### config.mk
export PLATFORM = sky130hd
export DESIGN_NAME = hse_ctrl
export DESIGN_NICKNAME = d
export VERILOG_FILES = /design/src/sv/hse_pkg.sv /design/src/sv/hse_ctrl.sv
export SDC_FILE = /design/constraint.sdc
export NUM_CORES = 1
export LEC_CHECK = 0
export BUFFER_PORTS_ARGS = -buffer_cell sky130_fd_sc_hd__buf_2
export CORE_UTILIZATION = 44
export DETAILED_ROUTE_END_ITERATION = 7
export GPL_ROUTABILITY_DRIVEN = 0
export PLACE_DENSITY_LB_ADDON = 0.12
export SKIP_LAST_GASP = 1
export SLEW_MARGIN = 20
export SYNTH_ARGS = -nofsm -noshare
export SYNTH_HDL_FRONTEND = slang
export SYNTH_SLANG_ARGS = --single-unit
### constraint.sdc
create_clock -name clk -period 4.5 [get_ports clk]
set_clock_uncertainty 0.2 [all_clocks]
set_input_delay 0.225 -clock clk [delete_from_list [all_inputs] [get_ports clk]]
set_output_delay 0.225 -clock clk [all_outputs]
set_load 0.03 [all_outputs]
### src/sv/hse_pkg.sv
// shared types, constants and sha-512 helper functions for the hmac-sha512 engine
package hse_pkg;

    localparam int CountW = 64;
    localparam int KeyBytes = 128;
    localparam int PadFill = 112;
    localparam logic [7:0] IPadByte = 8'h36;
    localparam logic [7:0] OPadByte = 8'h5c;
    localparam logic [7:0] MarkByte = 8'h80;
    localparam logic [7:0] ZeroByte = 8'h00;
    localparam logic [6:0] LastRound = 7'd79;

    localparam logic [3:0] OP_NONE       = 4'd0;
    localparam logic [3:0] OP_START      = 4'd1;
    localparam logic [3:0] OP_BYTE       = 4'd2;
    localparam logic [3:0] OP_BYTE_NC    = 4'd3;
    localparam logic [3:0] OP_WORD       = 4'd4;
    localparam logic [3:0] OP_KEY_CLEAR  = 4'd5;
    localparam logic [3:0] OP_KEY_BYTE   = 4'd6;
    localparam logic [3:0] OP_KEY_FROM_H = 4'd7;
    localparam logic [3:0] OP_SAVE_INNER = 4'd8;
    localparam logic [3:0] OP_SAVE_MAC   = 4'd9;

    localparam logic [1:0] SRC_KEY    = 2'd0;
    localparam logic [1:0] SRC_INNER  = 2'd1;
    localparam logic [1:0] SRC_LEN_HI = 2'd2;
    localparam logic [1:0] SRC_LEN_LO = 2'd3;

    typedef struct packed {
        logic       req_type;
        logic [7:0] data_byte;
        logic       byte_valid;
        logic       last;
    } req_item_t;

    typedef struct packed {
        logic [63:0] digest_word;
        logic [2:0]  word_index;
        logic        last_word;
    } dig_item_t;

    typedef struct packed {
        logic [3:0] op;
        logic [7:0] data;
        logic [1:0] src;
        logic [3:0] idx;
        logic [7:0] pad;
    } dp_cmd_t;

    typedef struct packed {
        logic        busy;
        logic        fill_at_len;
        logic        key_full;
        logic [63:0] mac_word;
    } dp_stat_t;

    function automatic logic [63:0] start_value(input logic [2:0] i);
        logic [63:0] r;
        begin
            case (i)
                3'd0: r = 64'h6a09e667f3bcc908;
                3'd1: r = 64'hbb67ae8584caa73b;
                3'd2: r = 64'h3c6ef372fe94f82b;
                3'd3: r = 64'ha54ff53a5f1d36f1;
                3'd4: r = 64'h510e527fade682d1;
                3'd5: r = 64'h9b05688c2b3e6c1f;
                3'd6: r = 64'h1f83d9abfb41bd6b;
                default: r = 64'h5be0cd19137e2179;
            endcase
            return r;
        end
    endfunction

    function automatic logic [63:0] round_k(input logic [6:0] i);
        logic [63:0] r;
        begin
            case (i)
                7'd0:  r = 64'h428a2f98d728ae22;  7'd1:  r = 64'h7137449123ef65cd;
                7'd2:  r = 64'hb5c0fbcfec4d3b2f;  7'd3:  r = 64'he9b5dba58189dbbc;
                7'd4:  r = 64'h3956c25bf348b538;  7'd5:  r = 64'h59f111f1b605d019;
                7'd6:  r = 64'h923f82a4af194f9b;  7'd7:  r = 64'hab1c5ed5da6d8118;
                7'd8:  r = 64'hd807aa98a3030242;  7'd9:  r = 64'h12835b0145706fbe;
                7'd10: r = 64'h243185be4ee4b28c;  7'd11: r = 64'h550c7dc3d5ffb4e2;
                7'd12: r = 64'h72be5d74f27b896f;  7'd13: r = 64'h80deb1fe3b1696b1;
                7'd14: r = 64'h9bdc06a725c71235;  7'd15: r = 64'hc19bf174cf692694;
                7'd16: r = 64'he49b69c19ef14ad2;  7'd17: r = 64'hefbe4786384f25e3;
                7'd18: r = 64'h0fc19dc68b8cd5b5;  7'd19: r = 64'h240ca1cc77ac9c65;
                7'd20: r = 64'h2de92c6f592b0275;  7'd21: r = 64'h4a7484aa6ea6e483;
                7'd22: r = 64'h5cb0a9dcbd41fbd4;  7'd23: r = 64'h76f988da831153b5;
                7'd24: r = 64'h983e5152ee66dfab;  7'd25: r = 64'ha831c66d2db43210;
                7'd26: r = 64'hb00327c898fb213f;  7'd27: r = 64'hbf597fc7beef0ee4;
                7'd28: r = 64'hc6e00bf33da88fc2;  7'd29: r = 64'hd5a79147930aa725;
                7'd30: r = 64'h06ca6351e003826f;  7'd31: r = 64'h142929670a0e6e70;
                7'd32: r = 64'h27b70a8546d22ffc;  7'd33: r = 64'h2e1b21385c26c926;
                7'd34: r = 64'h4d2c6dfc5ac42aed;  7'd35: r = 64'h53380d139d95b3df;
                7'd36: r = 64'h650a73548baf63de;  7'd37: r = 64'h766a0abb3c77b2a8;
                7'd38: r = 64'h81c2c92e47edaee6;  7'd39: r = 64'h92722c851482353b;
                7'd40: r = 64'ha2bfe8a14cf10364;  7'd41: r = 64'ha81a664bbc423001;
                7'd42: r = 64'hc24b8b70d0f89791;  7'd43: r = 64'hc76c51a30654be30;
                7'd44: r = 64'hd192e819d6ef5218;  7'd45: r = 64'hd69906245565a910;
                7'd46: r = 64'hf40e35855771202a;  7'd47: r = 64'h106aa07032bbd1b8;
                7'd48: r = 64'h19a4c116b8d2d0c8;  7'd49: r = 64'h1e376c085141ab53;
                7'd50: r = 64'h2748774cdf8eeb99;  7'd51: r = 64'h34b0bcb5e19b48a8;
                7'd52: r = 64'h391c0cb3c5c95a63;  7'd53: r = 64'h4ed8aa4ae3418acb;
                7'd54: r = 64'h5b9cca4f7763e373;  7'd55: r = 64'h682e6ff3d6b2b8a3;
                7'd56: r = 64'h748f82ee5defb2fc;  7'd57: r = 64'h78a5636f43172f60;
                7'd58: r = 64'h84c87814a1f0ab72;  7'd59: r = 64'h8cc702081a6439ec;
                7'd60: r = 64'h90befffa23631e28;  7'd61: r = 64'ha4506cebde82bde9;
                7'd62: r = 64'hbef9a3f7b2c67915;  7'd63: r = 64'hc67178f2e372532b;
                7'd64: r = 64'hca273eceea26619c;  7'd65: r = 64'hd186b8c721c0c207;
                7'd66: r = 64'heada7dd6cde0eb1e;  7'd67: r = 64'hf57d4f7fee6ed178;
                7'd68: r = 64'h06f067aa72176fba;  7'd69: r = 64'h0a637dc5a2c898a6;
                7'd70: r = 64'h113f9804bef90dae;  7'd71: r = 64'h1b710b35131c471b;
                7'd72: r = 64'h28db77f523047d84;  7'd73: r = 64'h32caab7b40c72493;
                7'd74: r = 64'h3c9ebe0a15c9bebc;  7'd75: r = 64'h431d67c49c100d4c;
                7'd76: r = 64'h4cc5d4becb3e42b6;  7'd77: r = 64'h597f299cfc657e2a;
                7'd78: r = 64'h5fcb6fab3ad6faec;  7'd79: r = 64'h6c44198c4a475817;
                default: r = 64'h0;
            endcase
            return r;
        end
    endfunction

    function automatic logic [63:0] big_s0(input logic [63:0] x);
        return {x[27:0], x[63:28]} ^ {x[33:0], x[63:34]} ^ {x[38:0], x[63:39]};
    endfunction

    function automatic logic [63:0] big_s1(input logic [63:0] x);
        return {x[13:0], x[63:14]} ^ {x[17:0], x[63:18]} ^ {x[40:0], x[63:41]};
    endfunction

    function automatic logic [63:0] small_s0(input logic [63:0] x);
        return {x[0], x[63:1]} ^ {x[7:0], x[63:8]} ^ (x >> 7);
    endfunction

    function automatic logic [63:0] small_s1(input logic [63:0] x);
        return {x[18:0], x[63:19]} ^ {x[60:0], x[63:61]} ^ (x >> 6);
    endfunction

endpackage

### src/sv/hse_ctrl.sv
// sequencer for key loading, message hashing, padding and digest output
module hse_ctrl (
    input  logic               clk,
    input  logic               rst_n,
    input  logic               req_valid,
    output logic               req_ready,
    input  hse_pkg::req_item_t req_data,
    output logic               dig_valid,
    input  logic               dig_ready,
    output hse_pkg::dig_item_t dig_data,
    output hse_pkg::dp_cmd_t   cmd,
    input  hse_pkg::dp_stat_t  stat
);

    localparam logic [3:0] S_IDLE   = 4'd0;
    localparam logic [3:0] S_DECODE = 4'd1;
    localparam logic [3:0] S_KBYTE  = 4'd2;
    localparam logic [3:0] S_KLAST  = 4'd3;
    localparam logic [3:0] S_MBYTE  = 4'd4;
    localparam logic [3:0] S_MLAST  = 4'd5;
    localparam logic [3:0] S_PSTART = 4'd6;
    localparam logic [3:0] S_PFEED  = 4'd7;
    localparam logic [3:0] S_PWAIT  = 4'd8;
    localparam logic [3:0] S_IFEED  = 4'd9;
    localparam logic [3:0] S_F80    = 4'd10;
    localparam logic [3:0] S_FZ     = 4'd11;
    localparam logic [3:0] S_FHI    = 4'd12;
    localparam logic [3:0] S_FLO    = 4'd13;
    localparam logic [3:0] S_FWAIT  = 4'd14;
    localparam logic [3:0] S_EMIT   = 4'd15;

    localparam logic [2:0] JB_LONG      = 3'd0;
    localparam logic [2:0] JB_KEY_IPAD  = 3'd1;
    localparam logic [2:0] JB_OPAD      = 3'd2;
    localparam logic [2:0] JB_RE_IPAD   = 3'd3;
    localparam logic [2:0] JB_FIN_KEY   = 3'd4;
    localparam logic [2:0] JB_FIN_INNER = 3'd5;
    localparam logic [2:0] JB_FIN_OUTER = 3'd6;

    logic [3:0] state_reg, state_next;
    logic [2:0] job_reg, job_next;
    logic [3:0] cnt_reg, cnt_next;
    logic [7:0] pad_reg, pad_next;
    logic       phase_reg, phase_next;
    logic       long_reg, long_next;
    hse_pkg::req_item_t item_reg;

    assign req_ready = (state_reg == S_IDLE);
    assign dig_valid = (state_reg == S_EMIT);
    assign dig_data.digest_word = stat.mac_word;
    assign dig_data.word_index = cnt_reg[2:0];
    assign dig_data.last_word = (cnt_reg[2:0] == 3'd7);

    always_comb
    begin
        state_next = state_reg;
        job_next = job_reg;
        cnt_next = cnt_reg;
        pad_next = pad_reg;
        phase_next = phase_reg;
        long_next = long_reg;
        cmd.op = hse_pkg::OP_NONE;
        cmd.data = item_reg.data_byte;
        cmd.src = hse_pkg::SRC_KEY;
        cmd.idx = cnt_reg;
        cmd.pad = pad_reg;
        case (state_reg)
            S_IDLE:
            begin
                if (req_valid)
                begin
                    state_next = S_DECODE;
                end
            end
            S_DECODE:
            begin
                if (!item_reg.req_type)
                begin
                    if (phase_reg)
                    begin
                        // key request in the message phase: start a fresh key
                        cmd.op = hse_pkg::OP_KEY_CLEAR;
                        phase_next = 1'b0;
                        long_next = 1'b0;
                    end
                    else if (!item_reg.byte_valid)
                    begin
                        state_next = S_KLAST;
                    end
                    else if (long_reg)
                    begin
                        state_next = S_KBYTE;
                    end
                    else if (!stat.key_full)
                    begin
                        cmd.op = hse_pkg::OP_KEY_BYTE;
                        state_next = S_KLAST;
                    end
                    else
                    begin
                        long_next = 1'b1;
                        job_next = JB_LONG;
                        pad_next = hse_pkg::ZeroByte;
                        state_next = S_PSTART;
                    end
                end
                else if (!phase_reg)
                begin
                    state_next = S_IDLE;
                end
                else
                begin
                    state_next = item_reg.byte_valid ? S_MBYTE : S_MLAST;
                end
            end
            S_KBYTE, S_MBYTE:
            begin
                if (!stat.busy)
                begin
                    cmd.op = hse_pkg::OP_BYTE;
                    state_next = (state_reg == S_KBYTE) ? S_KLAST : S_MLAST;
                end
            end
            S_KLAST:
            begin
                if (!stat.busy)
                begin
                    if (!item_reg.last)
                    begin
                        state_next = S_IDLE;
                    end
                    else if (long_reg)
                    begin
                        job_next = JB_FIN_KEY;
                        state_next = S_F80;
                    end
                    else
                    begin
                        job_next = JB_KEY_IPAD;
                        pad_next = hse_pkg::IPadByte;
                        state_next = S_PSTART;
                    end
                end
            end
            S_MLAST:
            begin
                if (!stat.busy)
                begin
                    if (!item_reg.last)
                    begin
                        state_next = S_IDLE;
                    end
                    else
                    begin
                        job_next = JB_FIN_INNER;
                        state_next = S_F80;
                    end
                end
            end
            S_PSTART:
            begin
                cmd.op = hse_pkg::OP_START;
                cnt_next = '0;
                state_next = S_PFEED;
            end
            S_PFEED:
            begin
                if (!stat.busy)
                begin
                    cmd.op = hse_pkg::OP_WORD;
                    cnt_next = cnt_reg + 4'd1;
                    if (cnt_reg == 4'd15)
                    begin
                        state_next = S_PWAIT;
                    end
                end
            end
            S_PWAIT:
            begin
                if (!stat.busy)
                begin
                    cnt_next = '0;
                    case (job_reg)
                        JB_LONG:     state_next = S_KBYTE;
                        JB_KEY_IPAD:
                        begin
                            phase_next = 1'b1;
                            state_next = S_IDLE;
                        end
                        JB_OPAD:     state_next = S_IFEED;
                        default:     state_next = S_EMIT;
                    endcase
                end
            end
            S_IFEED:
            begin
                cmd.src = hse_pkg::SRC_INNER;
                if (!stat.busy)
                begin
                    cmd.op = hse_pkg::OP_WORD;
                    cnt_next = cnt_reg + 4'd1;
                    if (cnt_reg == 4'd7)
                    begin
                        job_next = JB_FIN_OUTER;
                        state_next = S_F80;
                    end
                end
            end
            S_F80:
            begin
                cmd.data = hse_pkg::MarkByte;
                if (!stat.busy)
                begin
                    cmd.op = hse_pkg::OP_BYTE_NC;
                    state_next = S_FZ;
                end
            end
            S_FZ:
            begin
                cmd.data = hse_pkg::ZeroByte;
                if (!stat.busy)
                begin
                    if (stat.fill_at_len)
                    begin
                        state_next = S_FHI;
                    end
                    else
                    begin
                        cmd.op = hse_pkg::OP_BYTE_NC;
                    end
                end
            end
            S_FHI:
            begin
                cmd.op = hse_pkg::OP_WORD;
                cmd.src = hse_pkg::SRC_LEN_HI;
                state_next = S_FLO;
            end
            S_FLO:
            begin
                cmd.op = hse_pkg::OP_WORD;
                cmd.src = hse_pkg::SRC_LEN_LO;
                state_next = S_FWAIT;
            end
            S_FWAIT:
            begin
                if (!stat.busy)
                begin
                    state_next = S_PSTART;
                    case (job_reg)
                        JB_FIN_KEY:
                        begin
                            cmd.op = hse_pkg::OP_KEY_FROM_H;
                            job_next = JB_KEY_IPAD;
                            pad_next = hse_pkg::IPadByte;
                        end
                        JB_FIN_INNER:
                        begin
                            cmd.op = hse_pkg::OP_SAVE_INNER;
                            job_next = JB_OPAD;
                            pad_next = hse_pkg::OPadByte;
                        end
                        default:
                        begin
                            cmd.op = hse_pkg::OP_SAVE_MAC;
                            job_next = JB_RE_IPAD;
                            pad_next = hse_pkg::IPadByte;
                        end
                    endcase
                end
            end
            S_EMIT:
            begin
                if (dig_ready)
                begin
                    cnt_next = cnt_reg + 4'd1;
                    if (cnt_reg[2:0] == 3'd7)
                    begin
                        state_next = S_IDLE;
                    end
                end
            end
            default:
            begin
                state_next = S_IDLE;
            end
        endcase
    end

    always_ff @(posedge clk or negedge rst_n)
    begin
        if (!rst_n)
        begin
            state_reg <= S_IDLE;
            job_reg <= JB_LONG;
            cnt_reg <= '0;
            pad_reg <= '0;
            phase_reg <= 1'b0;
            long_reg <= 1'b0;
        end
        else
        begin
            state_reg <= state_next;
            job_reg <= job_next;
            cnt_reg <= cnt_next;
            pad_reg <= pad_next;
            phase_reg <= phase_next;
            long_reg <= long_next;
        end
    end

    always_ff @(posedge clk)
    begin
        if (req_valid && req_ready)
        begin
            item_reg <= req_data;
        end
    end

endmodule

After elaboration in Yosys (flattened, before gate mapping)
Index checks and enable logic that the tools add are counted.
{ "op_classes": {"muxes": 81, "eq_ne": 48, "add_sub_neg": 1, "reduce_logical": 17, "bitwise_logic": 1} }
{ "op_table": {"columns": ["op", "count"], "rows": [
  ["$mux W4", 24],
  ["$mux W3", 24],
  ["$mux W8", 9],
  ["$pmux W4 S15", 1],
  ["$ne A2 B2 Y1 const B", 23],
  ["$eq A4 B4 Y1 const B", 9],
  ["$pmux W4 S8", 1],
  ["$pmux W8 S3", 1],
  ["$eq A4 B3 Y1 const B", 5],
  ["$pmux W4 S4", 1],
  ["$pmux W8 S2", 1],
  ["$reduce_and A16 Y1", 1],
  ["$pmux W3 S5", 1],
  ["$reduce_and A13 Y1", 1],
  ["$pmux W4 S3", 1],
  ["$reduce_and A10 Y1", 1],
  ["$eq A3 B3 Y1 const B", 3],
  ["$eq A4 B2 Y1 const B", 2],
  ["$mux W1", 8],
  ["$mux W2", 4],
  ["$pmux W4 S2", 1],
  ["$reduce_and A4 Y1", 2],
  ["$mux W7", 1],
  ["$pmux W2 S3", 1],
  ["other kinds (18)", 22]
]} }
{ "word_totals": {"register_bits": 32, "in_bits": 82, "wordCells": 158, "out_inout_bits": 96} }

Longest topological paths before layout
Gate-level depths: netlist (run 1).
{ "depth": {"depth_word": 6, "mapped_depth": 8, "mapped_depth_nobuf": 6} }

Least setup slack after synthesis (run 1)
OpenSTA, ideal clock, no wires.
{ "synth_path": {"kind": "flip-flop to flip-flop", "from": "reg state_reg[3]", "to": "reg state_reg[0]", "arrival_ns": 2.441, "setup_ns": 0.125, "slack_ns": 1.734, "path_stages_with_launch": 6, "path_buffers": 1, "required_time_ns": 4.175, "synth_period_minus_slack_ns": 2.766, "cell_sequence": "dfrtp_1 buf_2 nor4_1 a211oi_1 nand4_1 mux2_2"} }
{ "synth_via": {"elab_cells_between_ends": 35, "classes_between": "eq/ne (31); mux (1); reduce/logical (3)"} }
{ "synth_rtl": {"columns": ["item", "line", "text"], "rows": [
  ["start, declared", "hse_ctrl.sv:40", "logic [3:0] state_reg, state_next;"],
  ["start signal, assigned", "hse_ctrl.sv:303", "state_reg <= state_next;"],
  ["$logic_not A4 Y1 (*)", null, null],
  ["via req_ready", "hse_ctrl.sv:6", "output logic req_ready,"],
  ["$ne A2 B2 Y1 (no source line)", null, null],
  ["$reduce_and A16 Y1 (no source line)", null, null]
]} }
Mark *: on every way through the listed nets, which the timed path passes. The rest lies on a longest branch.
A chain may end at the register's enable or synchronous reset.

==> summary.txt, run 1 <==
Run status
  • Status: completed

CTS
  • CTS Buf Count: 3
  • H-Tree Level Count: 1
  • CTS sink count: 27
  • Worst-Skew Late Latency: around 0.28 ns
  • CTS max path bufs: 2
  • CTS tree: done
  • CTS Root Cell: clkbuf_8
  • Worst-path clk slew: 0.10 ns
  • Post-CTS Setup Bufs: 0

Timing
  • Minimum clock period: 2.99 ns
  • Tcrit/Tclk final: between 60% and 70%
  • WHS: around 0.12 ns
  • Worst Tran Pin Value: 0.967 ns
  • RSZ-0062 raised after global routing: false
  • Relative slew margins: 35.5%
  • Final setup violation count: 0
  • Fmax: 334 MHz
  • Final Hold Viols: 0
  • Final setup TNS: 0 ns
  • Slew Limit Fails: 0

Layout
  • Synth-to-Final Area Change: -4.80%
  • Filler instances: 519
  • Finished Cell Area: roughly 0.0022 mm²
  • Ratio of cells with drive above 1 in the final layout: a little under a quarter
  • Nets: 339
  • Max FFs per register: 11
  • N_diodes: 0

Drt
  • Residual DRC count: 0
  • Post-route ant nets: 0
  • Routed WL per cell: between 15 and 20 µm
  • Drt total wl: 5260 µm
  • Post-DR vias/cell: between 5 and 6
  • DRT Pass-1 Iters: 4
  • Iter 0 DRT Violations: between 90 and 100
  • DR vias: about 1,800

Synthesis
  • Ys Warns: 0
  • Seq/Total Area, Yosys: ~31%
  • Post-Syn Instances: around 280
  • Ys async rst share: between 50% and 60%
  • Main flop type after synthesis: dfrtp_1
  • Number of synthesized register bits: 27
  • Post-synth EDFFs: 11
  • Post-synthesis cell area: ~0.0023 mm²
  • Mean Syn Cell Area: approximately 8.5 µm²
  • Count of cell types in the netlist: 56

Global routing
  • Largest net degree at the start of global routing: 35
  • Vias in the first global route: 1,644
  • Initial antenna violation count: 0
  • Total GRT Usage: around 20%
  • Grt total ovfl: 0
  • First-pass GRT wire length: around 8300 µm

Power and ir drop
  • Seq pwr share: 35.2%
  • Switching Fraction: approximately half
  • Net switching power: between 600 and 700 µW
  • Clk network pwr share: a little over a tenth
  • Peak supply drop: 356 µV
  • Comb pwr share: a little over half
  • Internal power: just under 700 µW
  • Tot Pwr: between 1000 and 1500 µW
  • Static Leak: roughly 0.00095 µW
  • Pwr Density: 608 mW/mm²

Floorplan
  • Initial Util: between 40 and 50%
  • Area of the die: between 0.005 and 0.006 mm²
  • # rows: 26
  • Core Area: 0.00511 mm²
  • Io pins: 178
  • Die height: roughly 75 µm
  • DIE WIDTH: 75 µm

Setup path
  • Critical path type: reg2out
  • Reg2Reg Depth: 5
  • Critical path required time: about 4.1 ns
  • Worst-path fanout max: 34
  • Critical path endpoint category: primary output
  • Startpoint types: flip-flop
  • Critical Path AT: about 2.6 ns

Placement
  • Port Buf Inserts: 47
  • Dpl cell area: just over 0.002 mm²
  • Detailed Place HPWL: about 3700 µm

Run
  • Max Cap Violations: 0

Hold path
  • Hold Path Depth: 3
  • HP Class: in2reg
[Yosys cell counts, drive strengths merged, types with 2 or more instances]
cell,n,share of area [%]
nor3,5,1.1
mux2,6,3.0
ha,2,1.1
nand4,2,0.53
o22ai,3,0.80
inv,8,1.3
mux2i,4,1.7
o21a,3,0.96
and3b,2,0.75
a21oi,14,3.0
and2,8,2.1
edfxtp,11,14
clkbuf,5,0.80
a21o,2,0.69
a211oi,3,0.96
dfrtp,16,17
nand2,12,1.9
nor3b,2,0.64
nand2b,5,1.3
o31ai,2,0.64
o21ai,14,3.0
a311oi,2,0.75
o32ai,3,1.1
nor2,19,3.0
nand3,11,2.3
a22o,2,0.75
a31oi,5,1.6
buf,81,25
nor2b,4,1.1
[kinds of logic after synthesis]
logic type | Yosys count | share of synthesized area, %
buffers and inverters | 95 | 27.2
adders and majority gates | 2 | 1.07
and+or+nand+nor | 77 | 17.2
DFF | 27 | 31.2
AOI/OAI and AO/OA | 63 | 18.1
muxes | 10 | 4.75
other | 1 | 0.160
xor gates and xnor gates | 1 | 0.374
[routing by layer]
metal	track usage, %	part of all wire (%)	routed length, µm
met1	26.8	44	2310
met2	28.9	45	2380
met3	4.69	7.4	387
met4	10.1	3.5	182
met5	0	0	0
[what timing repair did]
action | CTS | global route
endpoints found under the hold margin | 27 | 0
hold buffers | 12 | 0
gates resized for setup | 0 | 0
[cells in the final DEF, fill, tap and decap left out, types with 2 or more instances in the layout]
| master | n |
|---|---|
| nor2_1 | 19 |
| dfrtp_1 | 16 |
| buf_2 | 47 |
| nor3b_1 | 2 |
| nand4_1 | 2 |
| nor3_1 | 5 |
| and2_1 | 8 |
| o22ai_1 | 3 |
| mux2_1 | 2 |
| o21a_1 | 3 |
| o31ai_1 | 2 |
| and3b_1 | 2 |
| mux2_2 | 3 |
| mux2i_1 | 4 |
| edfxtp_1 | 11 |
| nand2b_1 | 5 |
| a21oi_1 | 14 |
| nand2_1 | 12 |
| a22o_1 | 2 |
| a211oi_1 | 3 |
| o21ai_0 | 13 |
| ha_1 | 2 |
| a31oi_1 | 4 |
| dlygate4sd3_1 | 12 |
| clkbuf_8 | 3 |
| o32ai_1 | 3 |
| nand3_1 | 11 |
| conb_1 | 2 |
| a311oi_1 | 2 |
| inv_1 | 8 |
| nor2b_1 | 4 |
[critical path, stage by stage (launching register included)]
cell and delay [ns]:
dfrtp_1 0.75, or4b_4 0.70, or2_2 0.32, o32ai_1 0.27
buf_2 0.24
[path summary, 6_finish.rpt]
kind                                           to  slack [ns]                      from
min reg2reg                pad_reg[5]$_DFFE_PN0P_        0.34    pad_reg[5]$_DFFE_PN0P_
min                          long_reg$_DFFE_PN0P_        0.12                  stat[64]
min in group asynchronous  cnt_reg[2]$_DFFE_PN0P_        0.22                     rst_n
max in group asynchronous  job_reg[0]$_DFFE_PN0P_        3.57                     rst_n
max reg2reg                job_reg[0]$_DFFE_PN0P_        1.80  state_reg[3]$_DFFE_PN0P_
max                                       cmd[23]        1.51  state_reg[3]$_DFFE_PN0P_
[area by class of cell]
| class | instances | area (µm²) | share of cell area, % |
|---|---|---|---|
| Tap cell | 70 | 87.6 | 3.92 |
| Timing Repair Buffer | 59 | 355 | 15.9 |
| Sequential cell | 27 | 731 | 32.7 |
| Clock buffer | 4 | 45.0 | 2.02 |
| Multi-Input combinational cell | 155 | 980 | 43.9 |
| Inverter | 9 | 33.8 | 1.51 |
[through the flow]
| stage | std cells | utilization (%) | setup slack [ns] |
|---|---|---|---|
| 3_3_place_gp | 308 | 40.5 | 1.85 |
| 6_report | 324 | 43.7 | 1.51 |
| 2_1_floorplan | 277 | - | 1.73 |
| 3_5_place_dp | 308 | 40.5 | 1.84 |
| 4_1_cts | 324 | 43.7 | 1.52 |
| 5_1_grt | 324 | 43.7 | 1.38 |
[power groups by stage]
stage | clock network, µW | registers [µW] | logic, µW
2_1_floorplan | 0 | 414 | 742
3_3_place_gp | 0 | 480 | 738
3_5_place_dp | 0 | 481 | 725
4_1_cts | 148 | 474 | 736
5_1_grt | 159 | 496 | 805
6_report | 144 | 478 | 736
Note: power is estimated with default switching activity, not from simulation.
==> run 2: changes to the inputs <==
--- a/config.mk
+++ b/config.mk
@@ -6,7 +6,7 @@
 export NUM_CORES = 1
 export LEC_CHECK = 0
 export BUFFER_PORTS_ARGS = -buffer_cell sky130_fd_sc_hd__buf_2
-export CORE_UTILIZATION = 44
+export CORE_UTILIZATION = 41
 export DETAILED_ROUTE_END_ITERATION = 7
 export GPL_ROUTABILITY_DRIVEN = 0
 export PLACE_DENSITY_LB_ADDON = 0.12
==> constraint.sdc (replaced) <==
create_clock -name clk -period 2.9 [get_ports clk]
set_clock_uncertainty 0.2 [all_clocks]
set_input_delay 0.145 -clock clk [delete_from_list [all_inputs] [get_ports clk]]
set_output_delay 0.145 -clock clk [all_outputs]
set_load 0.03 [all_outputs]
==> summary.txt, run 2 (synthesis results as in run 1) <==
Run status
  • Status: completed

Run
  • Max Cap Violations: 0

Floorplan
  • # rows: 27
  • Initial Util: 42.6%
  • Die height: a little under 80 µm
  • Core Area: about 0.0055 mm²
  • Io pins: 178
  • Area of the die: roughly 0.0060 mm²
  • DIE WIDTH: approximately 78 µm

Global routing
  • Vias in the first global route: ~1,700
  • Grt total ovfl: 0
  • Largest net degree at the start of global routing: 22
  • Initial antenna violation count: 0
  • Total GRT Usage: a little under a fifth
  • First-pass GRT wire length: 8800 µm

Drt
  • Residual DRC count: 0
  • DR vias: 1,845
  • DRT Pass-1 Iters: 7
  • Post-DR vias/cell: about 5.5
  • Post-route ant nets: 0
  • Drt total wl: approximately 5500 µm
  • Routed WL per cell: roughly 17 µm
  • Iter 0 DRT Violations: between 100 and 150

Setup path
  • Reg2reg start: state_reg[3]$_DFFE_PN0P_
  • Critical path endpoint category: primary output
  • Reg2reg end: state_reg[3]$_DFFE_PN0P_
  • Reg2Reg Depth: 5
  • R2r setup slk: 0.43 ns
  • Worst-path fanout max: 21
  • Critical path type: reg2out
  • Startpoint types: flip-flop
  • Critical path required time: 2.56 ns
  • Critical Path AT: between 2 and 2.5 ns

Layout
  • Most frequent cells in the layout: 47 x buf_2, 19 x nor2_1, 16 x dfrtp_1, 14 x a21oi_1, 13 x o21ai_0
  • Nets: 346
  • Area occupied by multi-input gates: 980 µm²
  • N_diodes: 0
  • Storage element area: between 700 and 800 µm²
  • Commonest non-fill, non-tap cell in the layout: buf_2
  • Ratio of cells with drive above 1 in the final layout: ~25%
  • Filler instances: ~580
  • Max FFs per register: 11
  • Synth-to-Final Area Change: -2.29%

Hold path
  • Endpoint, Worst Hold: long_reg$_DFFE_PN0P_
  • Hold Path Depth: 3
  • HP Class: in2reg
  • Worst Hold Launch: stat[64]

Timing
  • Relative slew margins: slightly below 60%
  • Final setup TNS: 0 ns
  • Final setup violation count: 0
  • Final Hold Viols: 0
  • Fmax: around 370 MHz
  • Slew Limit Fails: 0
  • WHS: between 0.05 and 0.06 ns
  • RSZ-0062 raised after global routing: false
  • Minimum clock period: roughly 2.7 ns
  • Worst Tran Pin Value: 0.628 ns
  • Tcrit/Tclk final: a little over nine tenths

Power and ir drop
  • Switching Fraction: 49.7%
  • Pwr Density: around 960 mW/mm²
  • Peak supply drop: between 300 and 400 µV
  • Clk network pwr share: slightly above 10%
  • Static Leak: 0.000984 µW
  • Seq pwr share: 30.6%
  • Net switching power: roughly 1100 µW
  • Comb pwr share: about 59%
  • Internal power: approximately 1100 µW

CTS
  • Worst-Skew Late Latency: around 0.28 ns
  • CTS Buf Count: 3
  • CTS Root Cell: clkbuf_8
  • CTS tree: done
  • CTS max path bufs: 2
  • CTS sink count: 27
  • CTS resizes: 0
  • Worst-path clk slew: 0.09 ns
  • H-Tree Level Count: 1

Placement
  • Detailed Place HPWL: roughly 4000 µm
  • Port Buf Inserts: 47
run 2: power groups by stage:
stage               Clock (µW)  Combinational, µW  Sequential, µW
floorplan                    0               1150             642
global placement             0               1290             679
detailed placement           0               1270             675
CTS                        234               1290             669
global route               251               1410             695
finish                     226               1300             672
run 2: worst max-delay path by stage:
stage	from	endpoint	slack [ns]	depth (start not counted)
floorplan	state_reg[3]$_DFFE_PN0P_	state_reg[0]$_DFFE_PN0P_	0.13	5
detailed placement	state_reg[3]$_DFFE_PN0P_	cmd[23]	0.48	4
global route	state_reg[3]$_DFFE_PN0P_	cmd[23]	0.08	4
finish	state_reg[3]$_DFFE_PN0P_	cmd[23]	0.18	4
CTS	state_reg[3]$_DFFE_PN0P_	cmd[23]	0.16	4
global placement	state_reg[3]$_DFFE_PN0P_	cmd[23]	0.52	4
run 2: worst max-delay path, cell delays in order (launching register included):
cell	delay, ns
dfrtp_1	0.62
or4b_4	0.65
or2_2	0.32
o32ai_1	0.27
buf_2	0.24
run 2: metrics by stage:
step | total power, µW | std cells | cell area [µm²] | setup slack, ns | util [%]
global placement | 1970 | 317 | 2120 | 0.515 | 38.5
floorplan | 1790 | 277 | 2350 | 0.134 | -
detailed placement | 1950 | 317 | 2120 | 0.479 | 38.5
finish | 2190 | 333 | 2290 | 0.177 | 41.6
CTS | 2190 | 333 | 2290 | 0.156 | 41.6
global route | 2360 | 333 | 2290 | 0.0785 | 41.6
run 2: layout make-up:
cell class | instances | share of cell area (%)
clock inverter | 1 | 0.328
tap | 72 | 3.93
inverter | 9 | 1.47
multi-input combinational | 155 | 42.8
timing repair buffer | 66 | 17.8
clock buffer | 3 | 1.80
sequential | 27 | 31.9
run 2: per-layer routing:
layer | wire [µm] | up-vias | global-route usage, %
met5 | 0 | - | 0
met3 | 411 | 18 | 4.94
met2 | 2560 | 84 | 30.0
li1 | - | 873 | -
met4 | 123 | 0 | 7.92
met1 | 2410 | 870 | 23.4
run 2: timing repair:
action / 4_1_cts / 5_1_grt
hold endpoints to repair: 27 / 0
hold buffers: 12 / 0
endpoints found under the setup margin: 0 / 0
buffers inserted: 0 / 0
